==> src/sv/linked_thread_queue_manager_unit_defines.svh <==
// Assertion macros for the linked thread queue manager.
// Included by the RTL file that asserts; relies on clk_i and rst_ni in scope.
`ifndef LINKED_THREAD_QUEUE_MANAGER_UNIT_DEFINES_SVH
`define LINKED_THREAD_QUEUE_MANAGER_UNIT_DEFINES_SVH

// Plain property, sampled on clk_i, off during reset.
`define LTQ_ASSERT(lbl, prop, msg) \
  lbl: assert property (@(posedge clk_i) disable iff (!rst_ni) (prop)) else $error(msg);

// Same-cycle implication.
`define LTQ_ASSERT_IMP(lbl, ante, cons, msg) \
  lbl: assert property (@(posedge clk_i) disable iff (!rst_ni) (ante) |-> (cons)) \
    else $error(msg);

// Next-cycle implication.
`define LTQ_ASSERT_NXT(lbl, ante, cons, msg) \
  lbl: assert property (@(posedge clk_i) disable iff (!rst_ni) (ante) |=> (cons)) \
    else $error(msg);

`endif

==> src/sv/ltq_pkg.sv <==
// Shared types and constants for the linked thread queue manager.
// No dependencies; used by ltq_ctrl, ltq_dp and the top level.
`default_nettype none

package ltq_pkg;

  localparam int unsigned THREADS_DEF = 64;

  typedef enum logic [1:0] {
    MODE_ENQ = 2'd0,
    MODE_DEQ = 2'd1,
    MODE_REM = 2'd2
  } ltq_mode_e;

  typedef enum logic [1:0] {
    STAT_DONE      = 2'd0,
    STAT_EMPTY     = 2'd1,
    STAT_NOT_FOUND = 2'd2
  } ltq_status_e;

  typedef enum logic [3:0] {
    S_INIT,
    S_IDLE,
    S_LOOKUP,
    S_ENQ_LINK,
    S_ENQ_TERM,
    S_DEQ_CHK,
    S_DEQ_FIX,
    S_REM_START,
    S_REM_CHK,
    S_REM_ADV,
    S_REM_LINK,
    S_REM_CLR
  } ltq_state_e;

  // Datapath micro-operations, one per cycle.
  typedef enum logic [3:0] {
    UOP_NOP,
    UOP_CLEAR,
    UOP_LOAD,
    UOP_READ_HT,
    UOP_ENQ_LINK,
    UOP_ENQ_TERM,
    UOP_DEQ_LAST,
    UOP_DEQ_STEP,
    UOP_DEQ_FIX,
    UOP_WALK_START,
    UOP_WALK_READ,
    UOP_WALK_ADV,
    UOP_REM_READ,
    UOP_REM_LINK,
    UOP_REM_CLR
  } ltq_uop_e;

  typedef struct packed {
    ltq_uop_e    uop;
    logic        finish;  // present a result beat next cycle
    logic        pop;     // result carries the head read at lookup
    ltq_status_e status;
  } ltq_cmd_t;

  typedef struct packed {
    logic mode_enq;
    logic mode_deq;
    logic mode_rem;
    logic q_ok;
    logic t_ok;
    logic head_null;
    logic head_is_tail;
    logic walk_end;
    logic walk_hit;
    logic clr_last;
  } ltq_sts_t;

endpackage

`default_nettype wire

==> src/sv/ltq_ctrl.sv <==
// Sequencer for the linked thread queue manager.
// Depends on ltq_pkg; drives ltq_dp through ltq_cmd_t.
`default_nettype none

module ltq_ctrl (
  input  wire logic             clk_i,
  input  wire logic             rst_ni,
  input  wire logic             start_i,
  input  wire ltq_pkg::ltq_sts_t sts_i,
  output ltq_pkg::ltq_cmd_t     cmd_o,
  output logic                  busy_o
);
  import ltq_pkg::*;

  ltq_state_e state_q, state_d;

  always_ff @(posedge clk_i or negedge rst_ni) begin
    if (!rst_ni) begin
      state_q <= S_INIT;
    end else begin
      state_q <= state_d;
    end
  end

  always_comb begin
    state_d      = state_q;
    cmd_o.uop    = UOP_NOP;
    cmd_o.finish = 1'b0;
    cmd_o.pop    = 1'b0;
    cmd_o.status = STAT_DONE;
    unique case (state_q)
      S_INIT: begin
        cmd_o.uop = UOP_CLEAR;
        if (sts_i.clr_last) state_d = S_IDLE;
      end
      S_IDLE: begin
        if (start_i) begin
          cmd_o.uop = UOP_LOAD;
          state_d   = S_LOOKUP;
        end
      end
      S_LOOKUP: begin
        state_d = S_IDLE;
        if (sts_i.mode_enq) begin
          if (sts_i.q_ok && sts_i.t_ok) begin
            cmd_o.uop = UOP_READ_HT;
            state_d   = S_ENQ_LINK;
          end else begin
            cmd_o.finish = 1'b1;
          end
        end else if (sts_i.mode_deq) begin
          if (sts_i.q_ok) begin
            cmd_o.uop = UOP_READ_HT;
            state_d   = S_DEQ_CHK;
          end else begin
            cmd_o.finish = 1'b1;
            cmd_o.status = STAT_EMPTY;
          end
        end else if (sts_i.mode_rem) begin
          if (sts_i.q_ok && sts_i.t_ok) begin
            cmd_o.uop = UOP_READ_HT;
            state_d   = S_REM_START;
          end else begin
            cmd_o.finish = 1'b1;
            cmd_o.status = STAT_NOT_FOUND;
          end
        end else begin
          cmd_o.finish = 1'b1;
        end
      end
      S_ENQ_LINK: begin
        cmd_o.uop = UOP_ENQ_LINK;
        state_d   = S_ENQ_TERM;
      end
      S_ENQ_TERM: begin
        cmd_o.uop    = UOP_ENQ_TERM;
        cmd_o.finish = 1'b1;
        state_d      = S_IDLE;
      end
      S_DEQ_CHK: begin
        if (sts_i.head_null) begin
          cmd_o.finish = 1'b1;
          cmd_o.status = STAT_EMPTY;
          state_d      = S_IDLE;
        end else if (sts_i.head_is_tail) begin
          cmd_o.uop    = UOP_DEQ_LAST;
          cmd_o.finish = 1'b1;
          cmd_o.pop    = 1'b1;
          state_d      = S_IDLE;
        end else begin
          cmd_o.uop = UOP_DEQ_STEP;
          state_d   = S_DEQ_FIX;
        end
      end
      S_DEQ_FIX: begin
        cmd_o.uop    = UOP_DEQ_FIX;
        cmd_o.finish = 1'b1;
        cmd_o.pop    = 1'b1;
        state_d      = S_IDLE;
      end
      S_REM_START: begin
        cmd_o.uop = UOP_WALK_START;
        state_d   = S_REM_CHK;
      end
      S_REM_CHK: begin
        if (sts_i.walk_end) begin
          cmd_o.finish = 1'b1;
          cmd_o.status = STAT_NOT_FOUND;
          state_d      = S_IDLE;
        end else if (sts_i.walk_hit) begin
          cmd_o.uop = UOP_REM_READ;
          state_d   = S_REM_LINK;
        end else begin
          cmd_o.uop = UOP_WALK_READ;
          state_d   = S_REM_ADV;
        end
      end
      S_REM_ADV: begin
        cmd_o.uop = UOP_WALK_ADV;
        state_d   = S_REM_CHK;
      end
      S_REM_LINK: begin
        cmd_o.uop = UOP_REM_LINK;
        state_d   = S_REM_CLR;
      end
      S_REM_CLR: begin
        cmd_o.uop    = UOP_REM_CLR;
        cmd_o.finish = 1'b1;
        state_d      = S_IDLE;
      end
      default: begin
        state_d = S_IDLE;
      end
    endcase
  end

  assign busy_o = (state_q != S_IDLE);

endmodule

`default_nettype wire

==> src/sv/ltq_dp.sv <==
// Datapath of the linked thread queue manager: head/tail/next/prev tables,
// walk cursor and result registers. Depends on ltq_pkg; driven by ltq_ctrl.
`default_nettype none

module ltq_dp #(
  parameter  int unsigned THREADS = ltq_pkg::THREADS_DEF,
  localparam int unsigned IW      = $clog2(THREADS + 1),
  localparam int unsigned AW      = $clog2(THREADS)
) (
  input  wire logic              clk_i,
  input  wire logic              rst_ni,
  input  wire ltq_pkg::ltq_cmd_t cmd_i,
  output ltq_pkg::ltq_sts_t      sts_o,
  input  wire logic [1:0]        mode_i,
  input  wire logic [IW-1:0]     queue_id_i,
  input  wire logic [AW-1:0]     thread_id_i,
  output logic                   done_o,
  output logic [IW-1:0]          popped_thread_o,
  output logic [1:0]             status_o
);
  import ltq_pkg::*;

  localparam logic [IW-1:0] NULL_ID = IW'(THREADS);

  // tables
  logic [IW-1:0] head_mem [0:THREADS];
  logic [IW-1:0] tail_mem [0:THREADS];
  logic [IW-1:0] next_mem [0:THREADS-1];
  logic [IW-1:0] prev_mem [0:THREADS-1];

  // latched item
  logic [1:0]    mode_q;
  logic [IW-1:0] q_q;
  logic [AW-1:0] t_q;
  logic [IW-1:0] t_ext;

  // registered read data
  logic [IW-1:0] head_rd_q, tail_rd_q, next_rd_q, prev_rd_q;

  // walk cursor
  logic [IW-1:0] cur_q, cur_d, steps_q, steps_d;

  // init sweep
  logic [IW-1:0] clr_cnt_q, clr_cnt_d;

  // result beat
  logic          done_q;
  logic [IW-1:0] popped_q;
  logic [1:0]    status_q;

  // table ports
  logic          head_we, tail_we, next_we, prev_we;
  logic [IW-1:0] head_wa, tail_wa;
  logic [AW-1:0] next_wa, prev_wa;
  logic [IW-1:0] head_wd, tail_wd, next_wd, prev_wd;
  logic          ht_re, next_re, prev_re;
  logic [AW-1:0] next_ra, prev_ra;

  assign t_ext = IW'(t_q);

  always_comb begin
    head_we   = 1'b0;
    tail_we   = 1'b0;
    next_we   = 1'b0;
    prev_we   = 1'b0;
    head_wa   = q_q;
    tail_wa   = q_q;
    next_wa   = t_q;
    prev_wa   = t_q;
    head_wd   = NULL_ID;
    tail_wd   = NULL_ID;
    next_wd   = NULL_ID;
    prev_wd   = NULL_ID;
    ht_re     = 1'b0;
    next_re   = 1'b0;
    prev_re   = 1'b0;
    next_ra   = t_q;
    prev_ra   = t_q;
    cur_d     = cur_q;
    steps_d   = steps_q;
    clr_cnt_d = clr_cnt_q;
    unique case (cmd_i.uop)
      UOP_NOP, UOP_LOAD: begin
      end
      UOP_CLEAR: begin
        head_we   = 1'b1;
        tail_we   = 1'b1;
        head_wa   = clr_cnt_q;
        tail_wa   = clr_cnt_q;
        next_we   = (clr_cnt_q < NULL_ID);
        prev_we   = (clr_cnt_q < NULL_ID);
        next_wa   = clr_cnt_q[AW-1:0];
        prev_wa   = clr_cnt_q[AW-1:0];
        clr_cnt_d = clr_cnt_q + IW'(1);
      end
      UOP_READ_HT: begin
        ht_re = 1'b1;
      end
      UOP_ENQ_LINK: begin
        tail_we = 1'b1;
        tail_wd = t_ext;
        prev_we = 1'b1;
        if (tail_rd_q == NULL_ID) begin
          head_we = 1'b1;
          head_wd = t_ext;
        end else begin
          next_we = 1'b1;
          next_wa = tail_rd_q[AW-1:0];
          next_wd = t_ext;
          prev_wd = tail_rd_q;
        end
      end
      UOP_ENQ_TERM: begin
        next_we = 1'b1;
      end
      UOP_DEQ_LAST: begin
        head_we = 1'b1;
        tail_we = 1'b1;
        next_we = 1'b1;
        prev_we = 1'b1;
        next_wa = head_rd_q[AW-1:0];
        prev_wa = head_rd_q[AW-1:0];
      end
      UOP_DEQ_STEP: begin
        next_re = 1'b1;
        next_ra = head_rd_q[AW-1:0];
        prev_we = 1'b1;
        prev_wa = head_rd_q[AW-1:0];
      end
      UOP_DEQ_FIX: begin
        head_we = 1'b1;
        head_wd = next_rd_q;
        prev_we = (next_rd_q != NULL_ID);
        prev_wa = next_rd_q[AW-1:0];
        next_we = 1'b1;
        next_wa = head_rd_q[AW-1:0];
      end
      UOP_WALK_START: begin
        cur_d   = head_rd_q;
        steps_d = '0;
      end
      UOP_WALK_READ: begin
        next_re = 1'b1;
        next_ra = cur_q[AW-1:0];
      end
      UOP_WALK_ADV: begin
        cur_d   = next_rd_q;
        steps_d = steps_q + IW'(1);
      end
      UOP_REM_READ: begin
        next_re = 1'b1;
        prev_re = 1'b1;
      end
      UOP_REM_LINK: begin
        // unlink: neighbors point past the removed thread
        head_we = (head_rd_q == t_ext);
        head_wd = next_rd_q;
        tail_we = (tail_rd_q == t_ext);
        tail_wd = prev_rd_q;
        prev_we = (next_rd_q != NULL_ID);
        prev_wa = next_rd_q[AW-1:0];
        prev_wd = prev_rd_q;
        next_we = (prev_rd_q != NULL_ID);
        next_wa = prev_rd_q[AW-1:0];
        next_wd = next_rd_q;
      end
      UOP_REM_CLR: begin
        next_we = 1'b1;
        prev_we = 1'b1;
      end
      default: begin
      end
    endcase
  end

  // tables: one write and one registered read per cycle each
  always_ff @(posedge clk_i) begin
    if (head_we) head_mem[head_wa] <= head_wd;
    if (ht_re)   head_rd_q <= head_mem[q_q];
  end

  always_ff @(posedge clk_i) begin
    if (tail_we) tail_mem[tail_wa] <= tail_wd;
    if (ht_re)   tail_rd_q <= tail_mem[q_q];
  end

  always_ff @(posedge clk_i) begin
    if (next_we) next_mem[next_wa] <= next_wd;
    if (next_re) next_rd_q <= next_mem[next_ra];
  end

  always_ff @(posedge clk_i) begin
    if (prev_we) prev_mem[prev_wa] <= prev_wd;
    if (prev_re) prev_rd_q <= prev_mem[prev_ra];
  end

  // item and cursor
  always_ff @(posedge clk_i) begin
    if (cmd_i.uop == UOP_LOAD) begin
      mode_q <= mode_i;
      q_q    <= queue_id_i;
      t_q    <= thread_id_i;
    end
    cur_q    <= cur_d;
    steps_q  <= steps_d;
    popped_q <= cmd_i.pop ? head_rd_q : NULL_ID;
    status_q <= cmd_i.status;
  end

  always_ff @(posedge clk_i or negedge rst_ni) begin
    if (!rst_ni) begin
      clr_cnt_q <= '0;
      done_q    <= 1'b0;
    end else begin
      clr_cnt_q <= clr_cnt_d;
      done_q    <= cmd_i.finish;
    end
  end

  assign sts_o.mode_enq     = (mode_q == MODE_ENQ);
  assign sts_o.mode_deq     = (mode_q == MODE_DEQ);
  assign sts_o.mode_rem     = (mode_q == MODE_REM);
  assign sts_o.q_ok         = (q_q <= NULL_ID);
  assign sts_o.t_ok         = (t_ext < NULL_ID);
  assign sts_o.head_null    = (head_rd_q == NULL_ID);
  assign sts_o.head_is_tail = (head_rd_q == tail_rd_q);
  assign sts_o.walk_end     = (cur_q == NULL_ID) || (steps_q == NULL_ID);
  assign sts_o.walk_hit     = (cur_q == t_ext);
  assign sts_o.clr_last     = (clr_cnt_q == NULL_ID);

  assign done_o          = done_q;
  assign popped_thread_o = popped_q;
  assign status_o        = status_q;

endmodule

`default_nettype wire

==> src/sv/linked_thread_queue_manager_unit.sv <==
// Top level of the linked thread queue manager.
// Depends on ltq_pkg, ltq_ctrl, ltq_dp and the assertion macro header.
//
// Usage:
//   Command channel: drive mode_i / queue_id_i / thread_id_i with start high;
//   the beat is taken at the rising edge where start is high and busy is low.
//   One item is worked at a time.
//   Result channel: done_o is high for exactly one cycle with popped_thread_o
//   and status_o. The receiver cannot stall; the beat must be taken then.
//   busy is already low during the done_o cycle, so a new command may be
//   taken at the edge that ends it.
// Steps from accept until the sequencer is idle again:
//   enqueue: lookup, link, terminate; dequeue: lookup, check, then a fix
//   step unless the queue is empty or holds one entry; remove: lookup,
//   start, a check and an advance per link walked, then link and clear,
//   or not found at the check after the last link (the walk stops after
//   THREADS links); out-of-range ids and unused mode 3 end at lookup.
//   Every link lookup is a registered table read, and each walked link
//   passes a check state, which issues the read, and an advance state.
// Reset: head/tail/next/prev tables are swept to null one entry per cycle,
//   with busy high; no command is taken until the sweep is over.
`default_nettype none

`include "linked_thread_queue_manager_unit_defines.svh"

module linked_thread_queue_manager_unit #(
  parameter  int unsigned THREADS = ltq_pkg::THREADS_DEF,
  localparam int unsigned IW      = $clog2(THREADS + 1),
  localparam int unsigned AW      = $clog2(THREADS)
) (
  input  wire logic          clk_i,
  input  wire logic          rst_ni,
  input  wire logic          start,
  output logic               busy,
  input  wire logic [1:0]    mode_i,
  input  wire logic [IW-1:0] queue_id_i,
  input  wire logic [AW-1:0] thread_id_i,
  output logic               done_o,
  output logic [IW-1:0]      popped_thread_o,
  output logic [1:0]         status_o
);
  import ltq_pkg::*;

  localparam logic [IW-1:0] NULL_ID = IW'(THREADS);

  ltq_cmd_t cmd;
  ltq_sts_t sts;

  // sequencer: one micro-op per cycle
  ltq_ctrl u_ctrl (
    .clk_i   (clk_i),
    .rst_ni  (rst_ni),
    .start_i (start),
    .sts_i   (sts),
    .cmd_o   (cmd),
    .busy_o  (busy)
  );

  // tables, walk cursor and result registers
  ltq_dp #(
    .THREADS (THREADS)
  ) u_dp (
    .clk_i           (clk_i),
    .rst_ni          (rst_ni),
    .cmd_i           (cmd),
    .sts_o           (sts),
    .mode_i          (mode_i),
    .queue_id_i      (queue_id_i),
    .thread_id_i     (thread_id_i),
    .done_o          (done_o),
    .popped_thread_o (popped_thread_o),
    .status_o        (status_o)
  );

  // result beat only ever ends an item in flight
  `LTQ_ASSERT_IMP(a_done_idle, done_o, !busy, "result beat while still busy")
  `LTQ_ASSERT_IMP(a_done_after_work, done_o, $past(busy), "result beat without an item")
  // an accepted command always occupies the sequencer next cycle
  `LTQ_ASSERT_NXT(a_accept_busy, start && !busy, busy, "accepted command left idle")
  // failed operations never report a thread
  `LTQ_ASSERT_IMP(a_err_no_pop, done_o && (status_o != STAT_DONE),
    popped_thread_o == NULL_ID, "error result carries a thread id")

endmodule

`default_nettype wire
==> config.mk <==
export PLATFORM = sky130hd
export DESIGN_NAME = linked_thread_queue_manager_unit
export DESIGN_NICKNAME = d
export VERILOG_FILES = /design/src/sv/ltq_pkg.sv /design/src/sv/ltq_ctrl.sv /design/src/sv/ltq_dp.sv /design/src/sv/linked_thread_queue_manager_unit.sv
export VERILOG_INCLUDE_DIRS = /design/src /design/src/sv
export SDC_FILE = /design/constraint.sdc
export NUM_CORES = 2
export LEC_CHECK = 0
export BUFFER_PORTS_ARGS = -buffer_cell sky130_fd_sc_hd__buf_2
export CAP_MARGIN = 5
export CORE_MARGIN = 2
export CORE_UTILIZATION = 35
export CTS_CLUSTER_DIAMETER = 60
export DETAILED_ROUTE_END_ITERATION = 16
export PLACE_DENSITY = 0.47
export SYNTH_ARGS = -nofsm -noshare
export SYNTH_HDL_FRONTEND = slang
export SYNTH_SLANG_ARGS = --single-unit
==> constraint.sdc <==
create_clock -name clk_i -period 5.9 [get_ports clk_i]
set_input_delay 1.18 -clock clk_i [delete_from_list [all_inputs] [get_ports clk_i]]
set_output_delay 1.18 -clock clk_i [all_outputs]
set_load 0.05 [all_outputs]
* Word-level counts from Yosys, hierarchy flattened
Memories as Yosys holds them, arrays and structs flattened. A register that Yosys moved wholly into a read port is not among the register bits.
Index checks and enable logic that the tools add are counted.
W data, S select, Z words.
** Word-level totals
- Memory bits (writable) :: 1806
- Bits in registers :: 50
- Memories kept :: 4
- Output and inout port bits :: 11
- Logic and storage cells :: 148
- Input bits :: 18
** Memories
- u_dp.head_mem :: words 65, width 7, rd ports 1, clocked after Yosys merged registers in 1, wr ports 1, line ltq_dp.sv:26 : logic [IW-1:0] head_mem [0:THREADS];
- u_dp.tail_mem :: words 65, width 7, rd ports 1, clocked after Yosys merged registers in 1, wr ports 1, line ltq_dp.sv:27 : logic [IW-1:0] tail_mem [0:THREADS];
- u_dp.next_mem :: words 64, width 7, rd ports 1, clocked after Yosys merged registers in 1, wr ports 1, line ltq_dp.sv:28 : logic [IW-1:0] next_mem [0:THREADS-1];
- u_dp.prev_mem :: words 64, width 7, rd ports 1, clocked after Yosys merged registers in 1, wr ports 1, line ltq_dp.sv:29 : logic [IW-1:0] prev_mem [0:THREADS-1];
** Operators by class
- $add $sub $neg :: 2
- Mux-type cells :: 72
- Order comparisons :: 3
- Reductions and logical operators :: 16
- Equality and inequality tests :: 41
** Operator list (count)
- $pmux W7 S2 :: 6
- $pmux W4 S12 :: 1
- $eq A4 B4 Y1 const B :: 11
- $mux W4 :: 9
- $eq A7 B7 Y1 const B :: 5
- $eq A4 B3 Y1 const B :: 8
- $pmux W4 S8 :: 1
- $mux W7 :: 4
- $pmux W6 S4 :: 1
- $mux W1 :: 22
- $mux W2 :: 11
- $eq A7 B6 Y1 :: 3
- $pmux W6 S3 :: 1
- $eq A4 B2 Y1 const B :: 4
- $mux W3 :: 5
- $add A7 B1 Y7 const B :: 2
- $ne A7 B7 Y1 const B :: 2
- $pmux W6 S2 :: 1
- $reduce_or A3 Y1 :: 4
- $mux W5 :: 2
- $eq A4 B1 Y1 const B :: 2
- $pmux W1 S4 :: 2
- $reduce_or A2 Y1 :: 4
- $reduce_or A4 Y1 :: 2
- 18 further kinds :: 21

* Logic depth before layout (Yosys ltp)
- Word-level depth :: 12
- Mapped depth :: 14
- Depth with buffers taken out :: 11

* Cells and area by module
Synthesis repeated with hierarchy kept, for this count alone.
** Unflattened totals
- Cell total of the unflattened synthesis :: 3853
- Area total of the unflattened synthesis :: 75272.2 µm²
** Modules (own cells, without submodules)
- ltq_dp :: seq. area each 56324.0 µm², area an instance 74666.6 µm², instances 1, cells an instance 3766
- ltq_ctrl :: seq. area each 100.1 µm², area an instance 605.6 µm², instances 1, cells an instance 87

* Least setup slack after synthesis
No wires, ideal clock.
- Path type :: register -> register
- Start :: register u_ctrl.state_q[0]
- End :: memory u_dp.tail_mem[0][1] (netlist name) (data pin)
- Stages on the path, launching flop included :: 5
- Data arrival time :: 3.724 ns
- Setup time :: 0.710 ns
- Period minus slack after synthesis :: 4.434 ns
- Data required time :: 5.190 ns
- Buffers on the path :: 2
- Slack :: 1.466 ns
- Path through :: dfrtp_1 > clkbuf_1 > buf_1 > nand3_1 > o21ai_0
** On the way
- Cells in the longest elaborated chain, start to end :: 4
- Elaborated cells on any way between the ends :: 16
- Classes of those cells :: 13 x eq/ne; 2 x mux; 1 x reduce/logical
** RTL lines
- from (decl) :: line ltq_ctrl.sv:15 : ltq_state_e state_q, state_d;
- from (signal assigned) :: line ltq_ctrl.sv:21 : state_q <= state_d;
- $eq A4 B4 Y1 (tied with other cells) :: line ltq_ctrl.sv:31 : unique case (state_q)
- $pmux W4 S12 * :: line ltq_ctrl.sv:31
- $eq A4 B4 Y1 or $eq A4 B3 Y1 (tied branches) :: line ltq_dp.sv:82 : unique case (cmd_i.uop)
- $pmux W7 S2 * :: line ltq_dp.sv:82
- net u_dp.tail_wd[1] :: line ltq_dp.sv:55 : logic [IW-1:0] head_wd, tail_wd, next_wd, prev_wd;
- to (decl) :: line ltq_dp.sv:27
Mark *: on every way through the listed nets, which the timed path passes. The rest lies on a longest branch.

* Worst setup path in the final report
- Start :: register u_dp.steps_q[0]
- End :: memory u_dp.next_mem[19][6] (netlist name) (enable)
** On the way
- Cells in the longest elaborated chain, start to end :: 9
- Elaborated cells on any way between the ends :: 17
- Classes of those cells :: 8 x eq/ne; 6 x mux; 3 x reduce/logical
** RTL lines
- from (decl) :: line ltq_dp.sv:41 : logic [IW-1:0] cur_q, cur_d, steps_q, steps_d;
- from (signal assigned) :: line ltq_dp.sv:205 : steps_q <= steps_d;
- $eq A7 B7 Y1 * :: line ltq_dp.sv:227 : assign sts_o.walk_end = (cur_q == NULL_ID) || (steps_q == NULL_ID);
- $logic_or A1 B1 Y1 * :: line ltq_dp.sv:227
- $mux W4 * :: line ltq_ctrl.sv:106 : if (sts_i.walk_end) begin
- $pmux W4 S12 * :: line ltq_ctrl.sv:31
- $eq A4 B3 Y1 or $eq A4 B4 Y1 (tied branches) :: line ltq_dp.sv:82
- $reduce_or A4 Y1 (no line)
- $pmux W1 S4 :: line ltq_dp.sv:82
- $mux W1 :: line ltq_dp.sv:188 : if (next_we) next_mem[next_wa] <= next_wd;
- $mux W1 (implied by the code) :: line ltq_dp.sv:188
- to (decl) :: line ltq_dp.sv:28
Mark *: on every way between the ends. The rest lies on a longest branch, timed or not.

==> flow_summary.yaml <==
synth:
  synth_top_cell_by_area: "edfxtp_1"
  synth_fp_nets: 3866
  synth-edff-count: 1863
  synth_cell_types: 82
  synth_top_area_share_pct: 74.3
  synth.cell_area_um2: 75300
  synthTopCellsByArea: "edfxtp_1, mux4_2, mux2i_1"
  synthCells: 3844
  async_flop_share_pct: 0.637
  ys_seq_area_share_pct: 74.9
  ys.flop_type: "edfxtp_1"
  synth-seq-cells: 1884
  yosys_warnings: 0
  avgSynthCellArea_um2: 19.6
timing:
  setup_ws_ns: 0.840
  hold_violations: 0
  report.final.slew_viol_count: 0
  tightest_slew_ns: 1.21
  rsz0062_at_grt: "false"
  finClkSkew_ns: 0.0370
  tns_ns: 0
  post-route-period-util_pct: 85.8
  finalCriticalPeriod_ns: 5.06
  timing.fmax_ghz: 0.198
  finalSetupViolCount: 0
  slew_headroom_pct: 19.3
clock_network:
  cts_made_buffers: 205
  clk_pin_slew_ns: 0.06
  cts_resized: 0
  clock_tree.root_cell: "clkbuf_16"
  cts_sinks: 1884
  clock_latency_ns: 0.84
  clock_path_buffers: 3
  cts_tree: "yes"
  cts.htree.levels: 4
  post_cts_buffers: 0
  holdBufCountCts: 0
floorplan:
  dieHeight_um: 468
  row_count: 170
  die_w_um: 468
  ios: 29
  die-area_um2: 219000
  coreArea_um2: 214000
  start_util_pct: 35.2
critical_path:
  r2r_setup_slack_ns: 0.84
  cp_data_arrival_time_ns: 5.51
  r2r_start: "u_dp.steps_q[0]"
  crit_required_ns: 6.35
  crit_path_start: "u_dp.steps_q[0]"
  r2r-end: "u_dp.next_mem[19][6]"
  worstPathMaxFanout: 11
  cp-end-kind: "flop"
  rr_worst_depth: 11
  critPathKind: "flop to flop"
  cp-start-kind: "flop"
route:
  drt_first_pass_iters: 8
  detail_route.iter0.violations: 3406
  drc: 0
  vias: 37300
  vias_per_cell: 5.34
  wl_per_cell_um: 28.0
  postRouteAntennaNets: 0
  wirelength_mm: 196
finish:
  diodes: 0
  area.growth.synth_to_final_pct: 13.7
  drive_above_1_share_pct: 23.1
  design_area_um2: 85700
  stdcell_count: 6982
  nets: 3985
placement:
  placedCellCount: 6594
  port-buffer-count: 28
  dp_worst_setup_slack_ns: 0.892
  place.gp.congestion: 0.839
  dp_hpwl_mm: 118
  dpl-instance-area_um2: 79100
power_and_ir_drop:
  ir_drop_uv: 312
  p_per_area_nw_per_um2: 452
  power_uw: 38700
  p_leak_uw: 0.0275
grt:
  gr-usage-all-layers_pct: 17.9
  grt-ovfl-total: 0
  grt_pass1_wl_mm: 283
  grt_pass1_vias: 38300
  grt_max_degree: 117
  antenna_found_initial: 12
min_path:
  hold_class: "input pin to async pin"
job:
  cap_viol_max_count: 0
status:
  status: "completed"
-- sequential cells by signal, summed over array words and instances, names as in the netlist, 7 cells and up --
name,count
u_dp.clr_cnt_q,7
u_dp.steps_q,7
u_dp.q_q,7
u_dp.next_rd_q,7
u_dp.prev_mem,448
u_dp.popped_thread_o,7
u_dp.tail_mem,455
u_dp.head_rd_q,7
u_dp.prev_rd_q,7
u_dp.cur_q,7
u_dp.tail_rd_q,7
u_dp.head_mem,455
u_dp.next_mem,448
-- cells in the mapped netlist, types with 5 or more instances --
library cell	number
a221o_1	5
mux4_2	442
mux2i_1	159
xor2_1	23
o21ai_0	30
o211ai_1	9
buf_4	8
a22o_1	33
and3_1	31
or2_2	7
buf_1	45
inv_1	16
nand3_1	104
and2_1	7
a311o_1	8
nor2b_1	17
a211oi_1	37
a21o_1	5
nor3_1	12
o221ai_1	8
a21oi_1	41
o32ai_1	8
a31oi_1	18
dfrtp_1	12
nor4_1	19
mux2_2	27
o22ai_1	9
edfxtp_1	1863
clkbuf_1	116
nand4_1	11
nor2_1	289
or3_1	8
xnor2_1	14
a22oi_1	10
dfxtp_1	9
nand3b_1	7
buf_2	39
nand2_1	236
nand2b_1	24
-- critical path, stage by stage (launching register included) --
cell and delay [ns]:
edfxtp_1 0.42, inv_1 0.08, ha_1 0.14, nor4bb_1 0.61
a22oi_1 0.41, nand4_1 0.28, a32oi_2 0.10, a31oi_1 0.53
a21o_1 0.52, a211o_1 0.27, nand3_1 0.45, nor2_1 0.85
-- placed cells by master (no fill, tap or decap), drive strengths merged, types with 18 or more instances in the layout --
| cell type | count |
|---|---|
| nand2b | 24 |
| nor4 | 21 |
| a22o | 33 |
| a31oi | 18 |
| mux2 | 27 |
| a211oi | 37 |
| clkbuf | 263 |
| o21ai | 32 |
| edfxtp | 1863 |
| inv | 25 |
| buf | 123 |
| xor2 | 23 |
| nor2 | 289 |
| mux2i | 159 |
| and3 | 32 |
| nand3 | 104 |
| mux4 | 442 |
| nand2 | 236 |
| clkinv | 99 |
| a21oi | 41 |
-- where the power goes --
part           switching (uW)  internal, uW  total [uW]
Combinational            6880          3050        9930
Clock                    5280          7190       12500
Sequential                324         16000       16300
-- per-layer routing --
metal  vias up  global-route usage [%]  routed length [um]
met2       958                    28.2               93000
li1      16100                       -                   -
met1     20000                    26.1               89400
met3       255                    2.86                9260
met5         -                       0                   0
met4         0                    4.27                4070
-- cell families after synthesis --
kind of cell / count (synthesis) / synth area share, %
AO/OA/AOI/OAI: 261 / 2.65
XOR/XNOR: 37 / 0.430
adder cells (fa/ha/maj): 4 / 0.0664
buffers and inverters: 227 / 1.26
flip-flops: 1884 / 74.9
multiplexers: 628 / 15.7
AND/OR/NAND/NOR: 803 / 4.97
-- per-stage QoR --
step | hold WS, ns | util, %
3_5_place_dp | 0.533 | 36.9
5_1_grt | 0.267 | 40.0
4_1_cts | 0.223 | 40.0
3_3_place_gp | 0.537 | 36.9
2_1_floorplan | 0.512 | -
6_report | 0.286 | 40.0
-- cell type report --
class                      count  area, um^2
timing repair buffer         123         970
clock buffer                 263        5520
clock inverter               125        1040
inverter                      16        60.1
sequential                  1884       56400
tap                         2838        3550
fill                       19100      129000
multi-input combinational   1733       18100
-- worst max path at each step --
stage / endpoint / slack (ns) / cells past startpoint
finish: u_dp.next_mem[19][6] / 0.84 / 11
detailed placement: u_dp.next_mem[19][2] / 0.89 / 11
global placement: u_dp.tail_mem[41][0] / 0.84 / 6
global route: u_dp.next_mem[19][3] / 0.37 / 11
floorplan: u_dp.tail_mem[0][1] / 1.47 / 4
CTS: u_dp.next_mem[19][3] / 0.88 / 11
No activity file was read; power rests on OpenSTA's default activity.
